--- src/rtl/mtmr_pkg.sv ---
// shared types, constants and the axis mapping function for the mirror tile reader
// no dependencies; imported by every module of the block
`default_nettype none

package mtmr_pkg;

  localparam int MAX_ROWS   = 16;
  localparam int MAX_COLS   = 16;
  localparam int DATA_WIDTH = 32;

  localparam int SIZE_W = 5;   // rows_in_use / cols_in_use
  localparam int IDX_W  = 6;   // row_index / col_index
  localparam int VAL_W  = 32;  // element_value / read_value
  localparam int CFG_W  = 1;   // register index
  localparam int ROW_W  = $clog2(MAX_ROWS);
  localparam int COL_W  = $clog2(MAX_COLS);
  localparam int ADDR_W = $clog2(MAX_ROWS * MAX_COLS);
  localparam int EXT_W  = SIZE_W + 2;  // holds 3 * size

  localparam logic KIND_WRITE = 1'b0;
  localparam logic KIND_READ  = 1'b1;

  localparam logic [CFG_W-1:0] REG_ROWS = 1'b0;
  localparam logic [CFG_W-1:0] REG_COLS = 1'b1;

  localparam logic STATUS_OK    = 1'b0;
  localparam logic STATUS_RANGE = 1'b1;

  typedef struct packed {
    logic               kind;
    logic [IDX_W-1:0]   row_index;
    logic [IDX_W-1:0]   col_index;
    logic [VAL_W-1:0]   element_value;
  } item_t;

  typedef struct packed {
    logic              wr_ok;   // write lands inside the source matrix
    logic              rd_ok;   // read lands inside the tiled matrix
    logic [ADDR_W-1:0] addr;
  } mem_ctrl_t;

  typedef struct packed {
    logic              ok;
    logic [EXT_W-1:0]  src;
  } axis_map_t;

  // output coordinate to source coordinate along one axis of the 3x3 tiling
  function automatic axis_map_t map_axis(input logic [IDX_W-1:0] pos,
                                         input logic [SIZE_W-1:0] size);
    logic [EXT_W-1:0] p;
    logic [EXT_W-1:0] s1;
    logic [EXT_W-1:0] s2;
    logic [EXT_W-1:0] s3;
    axis_map_t        res;
    p  = EXT_W'(pos);
    s1 = EXT_W'(size);
    s2 = s1 << 1;
    s3 = s1 + s2;
    res.ok = (p < s3);
    if (p < s1) begin
      res.src = s1 - 1'b1 - p;
    end else if (p < s2) begin
      res.src = p - s1;
    end else begin
      res.src = s3 - 1'b1 - p;
    end
    return res;
  endfunction

endpackage

`default_nettype wire

--- src/rtl/mtmr_addr.sv ---
// address and range decode for one item: write bounds check or mirrored read mapping
// depends on mtmr_pkg
`default_nettype none

module mtmr_addr (
  input  wire mtmr_pkg::item_t            item,
  input  wire [mtmr_pkg::SIZE_W-1:0]      rows_in_use,
  input  wire [mtmr_pkg::SIZE_W-1:0]      cols_in_use,
  output mtmr_pkg::mem_ctrl_t             ctrl
);
  import mtmr_pkg::*;

  axis_map_t         row_map;
  axis_map_t         col_map;
  logic [ADDR_W-1:0] wr_addr;
  logic [ADDR_W-1:0] rd_addr;
  logic              in_rows;
  logic              in_cols;

  always_comb begin
    row_map = map_axis(item.row_index, rows_in_use);
    col_map = map_axis(item.col_index, cols_in_use);

    in_rows = (item.row_index < IDX_W'(rows_in_use));
    in_cols = (item.col_index < IDX_W'(cols_in_use));

    wr_addr = ADDR_W'(item.row_index[ROW_W-1:0]) * ADDR_W'(MAX_COLS)
            + ADDR_W'(item.col_index[COL_W-1:0]);
    rd_addr = ADDR_W'(row_map.src[ROW_W-1:0]) * ADDR_W'(MAX_COLS)
            + ADDR_W'(col_map.src[COL_W-1:0]);

    ctrl.wr_ok = (item.kind == KIND_WRITE) && in_rows && in_cols;
    ctrl.rd_ok = (item.kind == KIND_READ) && row_map.ok && col_map.ok;
    ctrl.addr  = (item.kind == KIND_WRITE) ? wr_addr : rd_addr;
  end

endmodule

`default_nettype wire

--- config.mk ---
export PLATFORM = sky130hd
export DESIGN_NAME = mtmr_addr
export DESIGN_NICKNAME = d
export VERILOG_FILES = /design/src/rtl/mtmr_pkg.sv /design/src/rtl/mtmr_addr.sv
export SDC_FILE = /design/constraint.sdc
export NUM_CORES = 1
export LEC_CHECK = 0
export ABC_AREA = 1
export BUFFER_PORTS_ARGS = -buffer_cell sky130_fd_sc_hd__buf_2
export CORE_ASPECT_RATIO = 1.2
export CORE_MARGIN = 1
export CORE_UTILIZATION = 55
export DETAILED_ROUTE_END_ITERATION = 7
export PLACE_DENSITY_LB_ADDON = 0.08
export SLEW_MARGIN = 30
export SYNTH_ARGS = -nofsm -noshare
export SYNTH_HDL_FRONTEND = slang
export SYNTH_SLANG_ARGS = --single-unit
--- constraint.sdc ---
create_clock -name vclk -period 3.38
set_input_delay 0.338 -clock vclk [all_inputs]
set_output_delay 0.338 -clock vclk [all_outputs]
set_load 0.03 [all_outputs]
Word level (Yosys, flattened, before mapping)
Index checks and enable logic that the tools add are counted.

Register bits after elaboration: 0. Input bits: 55. Output and inout bits: 10. Word-level logic and storage cells: 32.

Add/subtract/negate cells: 14. $lt $le $gt $ge: 8. Multiplexer cells: 5. Bitwise gates (word level): 1. Reductions and logical operators: 4.

Operators with widths (count): $lt A6 B5 Y1 (4); $sub A4 B4 Y4 (6); $add A8 B4 Y8 (2); $mux W4 (4); $sub A4 B1 Y4 const B (4); $add A5 B6 Y7 (2); $lt A6 B7 Y1 (2); $lt A6 B6 Y1 (2); $mux W8 (1); $logic_and A1 B1 Y1 (4); $not A1 Y1 (1).

Logic depth before layout (Yosys ltp)
Word-level depth: 7. Mapped depth: 14.

Worst setup path after synthesis
No wires, ideal clock.

Path kind: input -> output. Start point: input cols_in_use[0] (netlist bit). End point: output ctrl[3] (netlist bit). Data arrival time: 2.242 ns. Data required time: 3.042 ns. Setup slack: 0.800 ns. Stages: 10. Path buffers: 0. Path through: ha_1 fa_1 ha_1 a21oi_1 nand2_1 nand2_1 nand2_1 nand2_1 nand3_1 a21oi_1.

RTL lines: start, declared (RTL line mtmr_addr.sv:8) `input wire [mtmr_pkg::SIZE_W-1:0] cols_in_use,`; end, declared (RTL line mtmr_addr.sv:9) `output mtmr_pkg::mem_ctrl_t ctrl`.

==> impl_metrics.env <==
export IMPL_hold_viol_final=0
export IMPL_gp_congestion=0.878
export IMPL_num_clock_buffers=0
export IMPL_antenna_cells=0
export IMPL_run_status="finished clean"
export IMPL_drt_initial_drc_count=19
export IMPL_power_density_mw_per_mm2=201
export IMPL_slowest_stage="fa_1"
export IMPL_drt_first_pass_iters=4
export IMPL_synth_most_common_cell="nand2_1"
export IMPL_yosysTopAreaCell="ha_1"
export IMPL_synth_area_leaders="ha_1 32%, nand2_1 17%, inv_1 9.0%, nand3_1 7.5%, fa_1 6.7%"
export IMPL_period_share_pct=81.5
export IMPL_io_pins=65
export IMPL_maxCapViolations=0
export IMPL_post_route_util_pct=64.8
export IMPL_rsz0062_at_grt="false"
export IMPL_hold_start="item[32]"
export IMPL_die_area_mm2=0.00350
export IMPL_routed_wl_um=3770
export IMPL_crit_chain="buf_2 -> ha_1 -> fa_1 -> ha_1 -> a21oi_1 -> nand2_1 -> nand2_1 -> nand2_1 -> nand2_1 -> nand3_1 -> a21oi_1 -> buf_2"
export IMPL_io_buffer_count=33
export IMPL_seq_cells=0
export IMPL_cp_arrival_ps=2420
export IMPL_p_leak_nw=1.26
export IMPL_ys_types=23
export IMPL_setup_viol=0
export IMPL_drive_above_1_share_pct=17.9
export IMPL_max_stage_delay_ps=470
export IMPL_num_vias=1780
export IMPL_critical_path_required_ps=3040
export IMPL_core_mm2=0.00308
export IMPL_finalMaxSlewViolations=0
export IMPL_die_h_um=64.6
export IMPL_postCtsHoldBufs=0
export IMPL_p_total_w=0.000401
export IMPL_synth_avg_cell_area_um2=6.41
export IMPL_final_setup_tns_ps=0
export IMPL_wire_per_inst_um=10.8
export IMPL_antenna_left=0
export IMPL_initial_utilization_pct=58.2
export IMPL_final_area_mm2=0.00200
export IMPL_synthCells=280
export IMPL_grt_overflow=0
export IMPL_fp_row_count=22
export IMPL_crit_path_start_kind="input port"
export IMPL_die_w_um=54.1
export IMPL_worstHoldPathType="input port to primary output"
export IMPL_ir_drop_v=0.000120
export IMPL_grt_use_total_pct=23.7
export IMPL_critPathKind="input port to primary output"
export IMPL_worst_pin_slew_ps=361
export IMPL_regArea_um2=0
export IMPL_cts_resized=0
export IMPL_relSlewSlack_pct=75.9
export IMPL_critPathLaunch="cols_in_use[1]"
export IMPL_cp_end_kind="primary output"
export IMPL_grt_pass1_vias=1648
export IMPL_drc_errors=0
export IMPL_nNetsFinal=421
export IMPL_antenna_found_initial=0
export IMPL_path_common_cell="nand2_1"
export IMPL_syn_area_mm2=0.00179
export IMPL_finalCriticalPeriod_ps=2760
export IMPL_synth_top_area_share_pct=32.1
export IMPL_crit_path_max_fanout=6
export IMPL_syn2layout_area_growth_pct=11.3
export IMPL_placed_cell_area_mm2=0.00200
export IMPL_yosysSeqAreaShare_pct=0
export IMPL_synth_fp_nets=387
export IMPL_post_drt_via_cell_ratio=5.11
export IMPL_fmax_mhz=363
export IMPL_dp_hpwl_um=3330
export IMPL_grt_pass1_wl_um=6580
export IMPL_yosysWarnings=0
export IMPL_post_cts_buffers=0
export IMPL_synthTopCellsByCount="81 x nand2_1, 46 x ha_1, 43 x inv_1"
export IMPL_grt_start_max_net_pins=18
-- where the power goes --
part	switching, W	internal (W)	total (W)
clock network	0	0	0
logic	0.000245	0.000156	0.000401
registers	0	0	0
-- through the flow --
stage	setup WS, ps	hold WS, ps	cells
after floorplan	800	863	280
after global placement	626	1060	348
after detailed placement	604	1070	348
after CTS	604	1060	348
after global routing	414	1080	348
final	624	1060	348
-- final timing paths --
kind / to / slack, ps / cells past startpoint
hold / removal: ctrl[0] / 1060 / 4
setup / recovery: ctrl[3] / 620 / 12
-- placed cells by master, fill, tap and decap left out --
cell,count
a21oi_1,17
a21oi_2,1
buf_2,33
clkinv_1,1
fa_1,6
ha_1,46
inv_1,43
inv_2,7
nand2_1,81
nand2_2,2
nand3_1,27
nand3_4,2
nand3b_1,1
nand3b_4,2
nand4_1,4
nor2_1,14
nor2_2,3
nor2_4,2
nor3_1,1
o21ai_1,5
o21ai_2,4
xnor2_1,6
xor2_1,4
-- cell type report --
class	instances	area [um2]
Fill cell	314	1090
Inverter	51	191
Multi-Input combinational cell	228	1600
Tap cell	36	45.0
Timing Repair Buffer	33	165
-- logic make-up (layout without fill, tap and decap cells) --
logic type | after synthesis | after routing | synth area share (%)
adder cells (fa/ha/maj) | 52 | 52 | 38.8
buffers and inverters | 52 | 84 | 11.1
XOR/XNOR | 10 | 10 | 4.88
AO/OA/AOI/OAI | 27 | 27 | 8.58
AND/OR/NAND/NOR | 139 | 139 | 36.7
-- metal layers --
metal,vias up,share of wire (%),global-route usage [%]
met5,-,0,0
met4,0,1.3,2.56
met3,4,1.6,0
met2,28,54,47.7
met1,785,43,26.9
li1,963,-,-
-- worst max-delay path, delay by kind of cell --
kind	cells	cell delay, ps
AO/OA/AOI/OAI	2	330
adder cells (fa/ha/maj)	3	1080
buffers and inverters	2	390
AND/OR/NAND/NOR	5	290
Note: power is estimated with default switching activity, not from simulation.
